$ cat config.mk
export PLATFORM = sky130hd
export DESIGN_NAME = ascii_query_frame_with_crc16_core_flat
export DESIGN_NICKNAME = d
export VERILOG_FILES = /design/src/design/aqf_pkg.sv /design/src/design/aqf_ifs.sv /design/src/design/ascii_query_frame_with_crc16_core.sv /design/src/flat_wrapper.sv
export SDC_FILE = /design/constraint.sdc
export NUM_CORES = 1
export LEC_CHECK = 0
export BUFFER_PORTS_ARGS = -buffer_cell sky130_fd_sc_hd__buf_2
export CAP_MARGIN = 25
export CORE_ASPECT_RATIO = 2
export CORE_UTILIZATION = 34
export DETAILED_ROUTE_END_ITERATION = 10
export GPL_TIMING_DRIVEN = 1
export SYNTH_ARGS = -nofsm -noshare
export SYNTH_HDL_FRONTEND = slang
export SYNTH_SLANG_ARGS = --single-unit
$ cat constraint.sdc
create_clock -name clk -period 3 [get_ports clk]
set_clock_uncertainty 0.05 [all_clocks]
set_input_delay 0.15 -clock clk [delete_from_list [all_inputs] [get_ports clk]]
set_output_delay 0.15 -clock clk [all_outputs]
set_load 0.01 [all_outputs]
$ cat src/design/aqf_pkg.sv
// shared types, constants and helper functions for the ascii query framer
// no dependencies; used by the core and the testbench
package aqf_pkg;

    localparam int HDR_LEN   = 8;
    localparam int FRAME_LEN = 10;
    localparam int POS_W     = $clog2(FRAME_LEN);

    localparam logic [POS_W-1:0] POS_CRC_LO = POS_W'(HDR_LEN);
    localparam logic [POS_W-1:0] POS_LAST   = POS_W'(FRAME_LEN - 1);

    localparam logic [15:0] CRC_POLY = 16'hA001;
    localparam logic [15:0] CRC_INIT = 16'h0000;

    localparam logic [7:0] START_CHAR_RST = 8'h02;
    localparam logic [7:0] END_CHAR_RST   = 8'h05;

    localparam logic [7:0] ASCII_ZERO     = 8'h30;
    localparam logic [7:0] ASCII_A_OFFSET = 8'h57;  // 'a' - 10
    localparam logic [3:0] HEX_TEN        = 4'd10;

    localparam int CFG_IDX_W  = 1;
    localparam int CFG_DATA_W = 8;

    typedef enum logic [CFG_IDX_W-1:0] {
        REG_START_CHAR = 1'b0,
        REG_END_CHAR   = 1'b1
    } cfg_reg_t;

    // one lowercase hex digit
    function automatic logic [7:0] hex_ascii(input logic [3:0] nib);
        logic [7:0] wide;
        wide = {4'h0, nib};
        return (nib < HEX_TEN) ? (ASCII_ZERO + wide) : (ASCII_A_OFFSET + wide);
    endfunction

    // crc-16/arc update by one byte, reflected, lsb first
    function automatic logic [15:0] crc16_arc_byte(input logic [15:0] crc_in,
                                                   input logic [7:0]  data);
        logic [15:0] c;
        c = crc_in ^ {8'h00, data};
        for (int b = 0; b < 8; b++) begin
            c = c[0] ? ((c >> 1) ^ CRC_POLY) : (c >> 1);
        end
        return c;
    endfunction

endpackage

$ cat src/design/aqf_ifs.sv
// valid/ready channel interfaces: query input beat and frame byte output beat
// depends on nothing beyond plain logic types
interface aqf_query_if;
    logic       valid;
    logic       ready;
    logic [3:0] node;
    logic [7:0] func_code;
    logic [3:0] tag_value;
    logic [3:0] start_axis;
    logic [3:0] axis_count;

    modport source (output valid, node, func_code, tag_value, start_axis, axis_count,
                    input ready);
    modport sink   (input valid, node, func_code, tag_value, start_axis, axis_count,
                    output ready);
endinterface

interface aqf_byte_if;
    logic       valid;
    logic       ready;
    logic [7:0] out_byte;
    logic       last_byte;

    modport source (output valid, out_byte, last_byte, input ready);
    modport sink   (input valid, out_byte, last_byte, output ready);
endinterface

$ cat src/design/ascii_query_frame_with_crc16_core.sv
// ascii query framer core: header build, serial crc-16/arc, byte output register
// depends on aqf_pkg and the interfaces in aqf_ifs.sv
//
//  channel   dir  width               notes
//  query     in   4+8+4+4+4 payload   one query per beat
//  frame     out  8 + last            ten beats per query, last on crc high byte
//  cfg       in   we, 1b index, 8b    start_char / end_char, write only
//
// one frame byte leaves per cycle, unless the frame side stalls, first from the shift
// register, then the crc; the crc is folded one header byte per cycle as it goes out
// the next query is taken in the cycle the tenth byte moves to the output register,
// so frames follow with no gap; a stall on the frame side freezes the whole engine
// rst_n clears control state and sets start_char=0x02, end_char=0x05
module ascii_query_frame_with_crc16_core (
    input  logic                           clk,
    input  logic                           rst_n,
    aqf_query_if.sink                      query,
    aqf_byte_if.source                     frame,
    input  logic                           cfg_we,
    input  logic [aqf_pkg::CFG_IDX_W-1:0]  cfg_index,
    input  logic [aqf_pkg::CFG_DATA_W-1:0] cfg_data
);

    // config registers
    logic [7:0] start_char_reg;
    logic [7:0] end_char_reg;

    // frame engine state
    logic                          busy_reg,    busy_next;
    logic [aqf_pkg::POS_W-1:0]     pos_reg,     pos_next;
    logic [aqf_pkg::HDR_LEN*8-1:0] hdr_reg,     hdr_next;
    logic [15:0]                   crc_reg,     crc_next;

    // output register
    logic       out_valid_reg, out_valid_next;
    logic [7:0] out_byte_reg,  out_byte_next;
    logic       out_last_reg,  out_last_next;

    logic       out_free;     // output register can take a beat
    logic       advance;      // engine emits a byte this cycle
    logic       accept;       // query beat taken
    logic [7:0] emit_byte;

    // ---------------- config port ----------------
    always_ff @(posedge clk or negedge rst_n)
    begin
        if (!rst_n)
        begin
            start_char_reg <= aqf_pkg::START_CHAR_RST;
            end_char_reg   <= aqf_pkg::END_CHAR_RST;
        end
        else if (cfg_we)
        begin
            unique case (aqf_pkg::cfg_reg_t'(cfg_index))
                aqf_pkg::REG_START_CHAR: start_char_reg <= cfg_data;
                aqf_pkg::REG_END_CHAR:   end_char_reg   <= cfg_data;
                default:                 ;
            endcase
        end
    end

    // ---------------- handshake ----------------
    assign out_free = !out_valid_reg || frame.ready;
    assign advance  = busy_reg && out_free;
    // free when idle, or when the last byte of the current frame goes out now
    assign query.ready = !busy_reg || (advance && (pos_reg == aqf_pkg::POS_LAST));
    assign accept      = query.valid && query.ready;

    // byte currently at the head of the frame
    always_comb
    begin
        if (pos_reg < aqf_pkg::POS_CRC_LO)
            emit_byte = hdr_reg[7:0];
        else if (pos_reg == aqf_pkg::POS_CRC_LO)
            emit_byte = crc_reg[7:0];
        else
            emit_byte = crc_reg[15:8];
    end

    // ---------------- engine next state ----------------
    always_comb
    begin
        busy_next      = busy_reg;
        pos_next       = pos_reg;
        hdr_next       = hdr_reg;
        crc_next       = crc_reg;
        out_valid_next = out_valid_reg;
        out_byte_next  = out_byte_reg;
        out_last_next  = out_last_reg;

        if (frame.ready)
            out_valid_next = 1'b0;

        if (advance)
        begin
            out_valid_next = 1'b1;
            out_byte_next  = emit_byte;
            out_last_next  = (pos_reg == aqf_pkg::POS_LAST);
            if (pos_reg < aqf_pkg::POS_CRC_LO)
            begin
                // fold the outgoing header byte into the crc, shift the next one up
                crc_next = aqf_pkg::crc16_arc_byte(crc_reg, hdr_reg[7:0]);
                hdr_next = {8'h00, hdr_reg[aqf_pkg::HDR_LEN*8-1:8]};
            end
            if (pos_reg == aqf_pkg::POS_LAST)
                busy_next = 1'b0;
            else
                pos_next = pos_reg + 1'b1;
        end

        if (accept)
        begin
            // header, byte 0 in the low bits
            busy_next = 1'b1;
            pos_next  = '0;
            crc_next  = aqf_pkg::CRC_INIT;
            hdr_next  = {end_char_reg,
                         aqf_pkg::hex_ascii(query.axis_count),
                         aqf_pkg::hex_ascii(query.start_axis),
                         aqf_pkg::hex_ascii(query.tag_value),
                         aqf_pkg::hex_ascii(query.func_code[3:0]),
                         aqf_pkg::hex_ascii(query.func_code[7:4]),
                         aqf_pkg::hex_ascii(query.node),
                         start_char_reg};
        end
    end

    always_ff @(posedge clk or negedge rst_n)
    begin
        if (!rst_n)
        begin
            busy_reg      <= 1'b0;
            pos_reg       <= '0;
            out_valid_reg <= 1'b0;
        end
        else
        begin
            busy_reg      <= busy_next;
            pos_reg       <= pos_next;
            out_valid_reg <= out_valid_next;
        end
    end

    // payload, no reset needed
    always_ff @(posedge clk)
    begin
        hdr_reg      <= hdr_next;
        crc_reg      <= crc_next;
        out_byte_reg <= out_byte_next;
        out_last_reg <= out_last_next;
    end

    assign frame.valid     = out_valid_reg;
    assign frame.out_byte  = out_byte_reg;
    assign frame.last_byte = out_last_reg;

    // ---------------- assertions ----------------
    a_pos_range: assert property (@(posedge clk) disable iff (!rst_n)
        busy_reg |-> (pos_reg <= aqf_pkg::POS_LAST))
        else $error("byte position past end of frame");

    a_no_accept_mid_frame: assert property (@(posedge clk) disable iff (!rst_n)
        (busy_reg && (pos_reg != aqf_pkg::POS_LAST)) |-> !query.ready)
        else $error("query taken while frame in progress");

    a_accept_starts_frame: assert property (@(posedge clk) disable iff (!rst_n)
        accept |=> (busy_reg && (pos_reg == '0)))
        else $error("accepted query did not start a frame");

    a_last_marks_end: assert property (@(posedge clk) disable iff (!rst_n)
        (advance && (pos_reg == aqf_pkg::POS_LAST)) |=> (out_valid_reg && out_last_reg))
        else $error("tenth byte not marked last");

    a_last_only_at_end: assert property (@(posedge clk) disable iff (!rst_n)
        (advance && (pos_reg != aqf_pkg::POS_LAST)) |=> !out_last_reg)
        else $error("last marked before end of frame");

endmodule

$ cat src/flat_wrapper.sv
// flat-port wrapper written by rule: the top's interface ports become plain ports
module ascii_query_frame_with_crc16_core_flat 
  (clk, rst_n, cfg_we, cfg_index, cfg_data, query_valid, query_node, query_func_code, query_tag_value, query_start_axis, query_axis_count, query_ready, frame_valid, frame_out_byte, frame_last_byte, frame_ready);
  aqf_query_if query_i ();
  aqf_byte_if frame_i ();
  input  logic clk;
  input  logic rst_n;
  input  logic cfg_we;
  input  logic [aqf_pkg::CFG_IDX_W-1:0] cfg_index;
  input  logic [aqf_pkg::CFG_DATA_W-1:0] cfg_data;
  input wire logic [$bits(query_i.valid)-1:0] query_valid;
  input wire logic [$bits(query_i.node)-1:0] query_node;
  input wire logic [$bits(query_i.func_code)-1:0] query_func_code;
  input wire logic [$bits(query_i.tag_value)-1:0] query_tag_value;
  input wire logic [$bits(query_i.start_axis)-1:0] query_start_axis;
  input wire logic [$bits(query_i.axis_count)-1:0] query_axis_count;
  output wire logic [$bits(query_i.ready)-1:0] query_ready;
  output wire logic [$bits(frame_i.valid)-1:0] frame_valid;
  output wire logic [$bits(frame_i.out_byte)-1:0] frame_out_byte;
  output wire logic [$bits(frame_i.last_byte)-1:0] frame_last_byte;
  input wire logic [$bits(frame_i.ready)-1:0] frame_ready;
  assign query_i.valid = query_valid;
  assign query_i.node = query_node;
  assign query_i.func_code = query_func_code;
  assign query_i.tag_value = query_tag_value;
  assign query_i.start_axis = query_start_axis;
  assign query_i.axis_count = query_axis_count;
  assign query_ready = query_i.ready;
  assign frame_valid = frame_i.valid;
  assign frame_out_byte = frame_i.out_byte;
  assign frame_last_byte = frame_i.last_byte;
  assign frame_i.ready = frame_ready;
  ascii_query_frame_with_crc16_core u_core (.clk(clk), .rst_n(rst_n), .query(query_i), .frame(frame_i), .cfg_we(cfg_we), .cfg_index(cfg_index), .cfg_data(cfg_data));
endmodule
* Word level (Yosys, flattened, before mapping)
Cells that the tools add are included.
Storage, ports and cells: register bits after elaboration 111, input port bits 38, logic and storage cells 86
Operators by class: add/sub/neg operators 13, order comparisons 7, eq/ne operators 3, mux-type cells 27, bitwise gates (word level) 10, reduce and logical (&&, ||, !) cells 17
Operators by type and width (number):
- 64-bit 2-to-1 mux | 3
- 16-bit 2-to-1 mux | 8
- 8-bit 2-to-1 mux | 8
- 7-bit by 4-bit adder with 8-bit output (first input constant) | 6
- 6-bit by 4-bit adder with 7-bit output (first input constant) | 6
- 4-bit less-than comparator (second input constant) | 7
- 2-bit NOT with 3-bit output | 8
- 16-bit by 8-bit bitwise XOR with 16-bit output | 1
- 4-bit 2-to-1 mux | 3
- 2-bit AND reduction | 6
- 4-bit equality test (second input constant) | 2
- 2-bit nonzero test | 4
- 1-bit 2-to-1 mux | 5
- 4-bit by 1-bit adder with 4-bit output (second input constant) | 1
- 1-bit logical AND | 3
- 1-bit logical NOT | 2
- 1-bit logical OR | 2
- 2-bit by 1-bit inequality test with 1-bit output (second input constant) | 1
- 1-bit NOT | 1

* Logic depth before layout (Yosys ltp)
depth in word-level cells 17, gate-level depth with buffers 9, mapped depth without buffers 7

* Worst setup path before layout
OpenSTA, ideal clock, no wires.
path kind register -> register, from reg u_core.out_valid_reg (netlist: u_core.frame.valid), to reg u_core.hdr_reg[0] (netlist name), enable pin, library setup time 418 ps, arrival time 2858 ps, slack -326 ps, stages on the path, launching flop included 9, buffers on the path 3, cell sequence dfrtp_1 nand2b_1 and2_1 clkbuf_1 nor2b_1 clkbuf_2 nor2_2 buf_2 inv_1
On the way: longest elaborated chain between the ends 8, elaborated cells between the ends (all ways) 9, classes of those cells 9 x reduce/logical
RTL lines:
- from (decl) | line ascii_query_frame_with_crc16_core.sv:35 | logic out_valid_reg, out_valid_next;
- from (signal assigned) | line ascii_query_frame_with_crc16_core.sv:140 | out_valid_reg <= out_valid_next;
- 1-bit logical NOT * | line ascii_query_frame_with_crc16_core.sv:63 | assign out_free = !out_valid_reg || frame.ready;
- 1-bit logical OR * | line ascii_query_frame_with_crc16_core.sv:63
- 1-bit logical AND * | line ascii_query_frame_with_crc16_core.sv:64 | assign advance = busy_reg && out_free;
- net u_core.advance | line ascii_query_frame_with_crc16_core.sv:40 | logic advance;
- 1-bit logical AND | line ascii_query_frame_with_crc16_core.sv:66 | assign query.ready = !busy_reg || (advance && (pos_reg == aqf_pkg::POS_LAST));
- 1-bit logical OR | line ascii_query_frame_with_crc16_core.sv:66
- 1-bit logical AND | line ascii_query_frame_with_crc16_core.sv:67 | assign accept = query.valid && query.ready;
- 2-bit nonzero test (no line)
- 2-bit AND reduction (no line) *
- to (signal assigned) | line ascii_query_frame_with_crc16_core.sv:147 | hdr_reg <= hdr_next;
- to (decl) | line ascii_query_frame_with_crc16_core.sv:31 | logic [aqf_pkg::HDR_LEN*8-1:0] hdr_reg, hdr_next;
Mark *: on every way through the listed nets, which the timed path passes. The rest lies on a longest branch. A chain may end at the register's enable or synchronous reset.

* Worst setup path in the final report
from reg u_core.pos_reg[1] (netlist name), to reg u_core.hdr_reg[16] (netlist name), enable pin
On the way: longest elaborated chain between the ends 6, elaborated cells between the ends (all ways) 8, classes of those cells 1 x order compare; 1 x eq/ne; 6 x reduce/logical
RTL lines:
- from (decl) | line ascii_query_frame_with_crc16_core.sv:30 | logic [aqf_pkg::POS_W-1:0] pos_reg, pos_next;
- from (signal assigned) | line ascii_query_frame_with_crc16_core.sv:139 | pos_reg <= pos_next;
- 4-bit equality test | line ascii_query_frame_with_crc16_core.sv:66
- 1-bit logical AND | line ascii_query_frame_with_crc16_core.sv:66
- 1-bit logical OR | line ascii_query_frame_with_crc16_core.sv:66
- 1-bit logical AND | line ascii_query_frame_with_crc16_core.sv:67
- 2-bit nonzero test (no line)
- 2-bit AND reduction (no line) *
Every way passes the cells marked *; elsewhere a longest branch is shown, timed or not.

==> impl_metrics.env <==
export IMPL_wl_per_cell_um=14.9
export IMPL_globalplace_congestion=0.786
export IMPL_grt_ovfl_total=0
export IMPL_postSynthAreaPerCell_um2=11.7
export IMPL_final_common_cell="edfxtp_1"
export IMPL_cts_sinks=111
export IMPL_final_antenna_net_count=0
export IMPL_antenna_found_initial=0
export IMPL_fin_ws_ps=295
export IMPL_grt_use_met2_pct=26.5
export IMPL_slew_headroom_pct=55.0
export IMPL_fin_area_um2=5860
export IMPL_final_cell_mix="edfxtp_1, nand2_1, buf_2, nor2_1, o21ai_0"
export IMPL_cts_tree="built"
export IMPL_largest_register_ffs=64
export IMPL_synth_nets=479
export IMPL_cts_htree_levels=3
export IMPL_syn_inst=432
export IMPL_grt_pass1_vias=3355
export IMPL_hold_viol=0
export IMPL_clk_latency_ps=340
export IMPL_critical_path_peak_fanout=30
export IMPL_synth_top_area_share_pct=43.3
export IMPL_cap_violations=0
export IMPL_cp_end_kind="register"
export IMPL_ys_seq_elements=111
export IMPL_arrival_ps=2740
export IMPL_met3_usage_pct=2.33
export IMPL_drive_gt1_share_pct=19.4
export IMPL_power_mw=5.90
export IMPL_setup_viol=0
export IMPL_grt_use_met1_pct=15.1
export IMPL_die_width_um=88.2
export IMPL_cellPowerDensity_nw_per_um2=1010
export IMPL_die_area_um2=15400
export IMPL_cts_path_max_buffers=2
export IMPL_synth_area_leaders="edfxtp_1, dfrtp_1, dfxtp_1"
export IMPL_grt_max_degree=73
export IMPL_dpl_cell_area_um2=5540
export IMPL_clkTransAtPathRegs_ps=70
export IMPL_drv_slew=0
export IMPL_status="finished clean"
export IMPL_drc=0
export IMPL_clockRootBuffer="clkbuf_16"
export IMPL_pin_count=49
export IMPL_post_route_period_util_pct=90.2
export IMPL_rsz0062_at_grt="false"
export IMPL_drtIter0Drc=175
export IMPL_drt_first_pass_iters=4
export IMPL_io_buffers=48
export IMPL_min_period_ps=2710
export IMPL_grt_busiest_layer="met2"
export IMPL_syn_to_final_growth_pct=15.9
export IMPL_initial_core_util_pct=35.1
export IMPL_die_y_um=174
export IMPL_setup_worst_path_start_class="register"
export IMPL_ir_drop_v=0.000450
export IMPL_hold_class="input port to register"
export IMPL_cts_buffers=9
export IMPL_fp_row_count=62
export IMPL_coreArea_um2=14400
export IMPL_drt_wl_total_um=10100
export IMPL_post_cts_resized=0
export IMPL_ys_types=38
export IMPL_max_clock_freq_mhz=370
export IMPL_grt_pass1_wl_um=16500
export IMPL_setup_tns_ps=0
export IMPL_nNetsFinal=526
export IMPL_yosys_warnings=0
export IMPL_viasPerCell=4.88
export IMPL_hpwl_um=7400
export IMPL_path_class="register to register"
export IMPL_num_vias=3298
export IMPL_synth_area_um2=5060
export IMPL_pre_cts_slack_ps=298
export IMPL_cp_required_ps=3040
export IMPL_seq_area_frac_synth_pct=60.6
export IMPL_tightest_slew_ps=674
export IMPL_num_antenna_cells=0
export IMPL_p_leak_nw=2.44
export IMPL_track_usage_pct=14.1
export IMPL_synth_top_cell_by_area="edfxtp_1"
per-layer routing:
metal | up-vias | routed length (um)
met3 | 16 | 277
met1 | 1610 | 3820
met2 | 49 | 5740
li1 | 1623 | -
met4 | 0 | 216
met5 | - | 0
final timing paths:
| check | from | end | slack, ps | depth (start not counted) |
|---|---|---|---|---|
| worst min register to register | u_core.busy_reg | u_core.frame.valid | 440 | 1 |
| worst max-delay path | u_core.pos_reg[1] | u_core.hdr_reg[16] | 290 | 8 |
| max in group asynchronous | rst_n | u_core.start_char_reg[1] | 2270 | 2 |
| min in group asynchronous | rst_n | u_core.frame.valid | 270 | 2 |
| worst max register to register | u_core.pos_reg[1] | u_core.hdr_reg[16] | 290 | 8 |
| worst min-delay path | cfg_data[7] | u_core.end_char_reg[7] | 20 | 2 |
cell families (layout without fill, tap and decap cells):
group,Yosys count,count (layout),share of synthesized area [%]
fa+ha+maj,9,9,2.23
compound gates,90,90,11.3
mux,24,24,5.15
xor+xnor,31,31,5.81
simple gates,122,122,11.3
buf+inv,45,97,3.59
flops,111,111,60.6
critical path, stage by stage (launching register included):
cell and delay (ps):
dfrtp_1 390, inv_1 80, ha_1 190, nand3b_2 130
o21ai_1 90, and2_1 180, nor2_2 540, clkinvlp_4 500
buf_12 290
report_power, final:
part | switching [mW] | total (mW) | internal, mW
clock network | 0.520 | 1.25 | 0.730
logic | 1.09 | 2.05 | 0.965
registers | 0.252 | 2.60 | 2.35
cell type report:
cell class	count	area [um2]
sequential	111	3070
inverter	24	93.8
tap	192	240
fill	1466	8570
clock buffer	10	229
timing repair buffer	57	335
clock inverter	6	83.8
multi-input combinational	276	1810
synth_stat cells, drive strengths merged:
library cell  number
nand4              1
edfxtp            73
nand2             52
a31oi             10
nor2              26
a211oi             6
and3               8
o2bb2ai            1
and2               8
dfrtp             19
inv               24
nand3              5
nand3b             1
nor2b              3
a21oi             18
o41ai              4
nor3               3
o21bai             2
xor2               8
ha                 9
dfstp              3
clkbuf            14
a21o              10
xnor2             22
nand2b            11
mux2              16
dfxtp             16
xnor3              1
a22o              12
buf                7
mux2i              8
o21ai             27
or4                4
metrics by stage:
stage / utilization, % / hold WS, ps / cells
2_1_floorplan: - / -196 / 432
3_3_place_gp: 38.4 / 83.8 / 659
3_5_place_dp: 38.4 / 93.5 / 659
4_1_cts: 40.6 / 7.08 / 676
5_1_grt: 40.6 / 18.1 / 676
6_report: 40.6 / 20.0 / 676
what timing repair did:
| item | 4_1_cts | 5_1_grt |
|---|---|---|
| buffers inserted | 0 | 0 |
| hold endpoints to repair | 19 | 0 |
| hold buffers | 1 | 0 |
(Power assumes the default switching activity.)
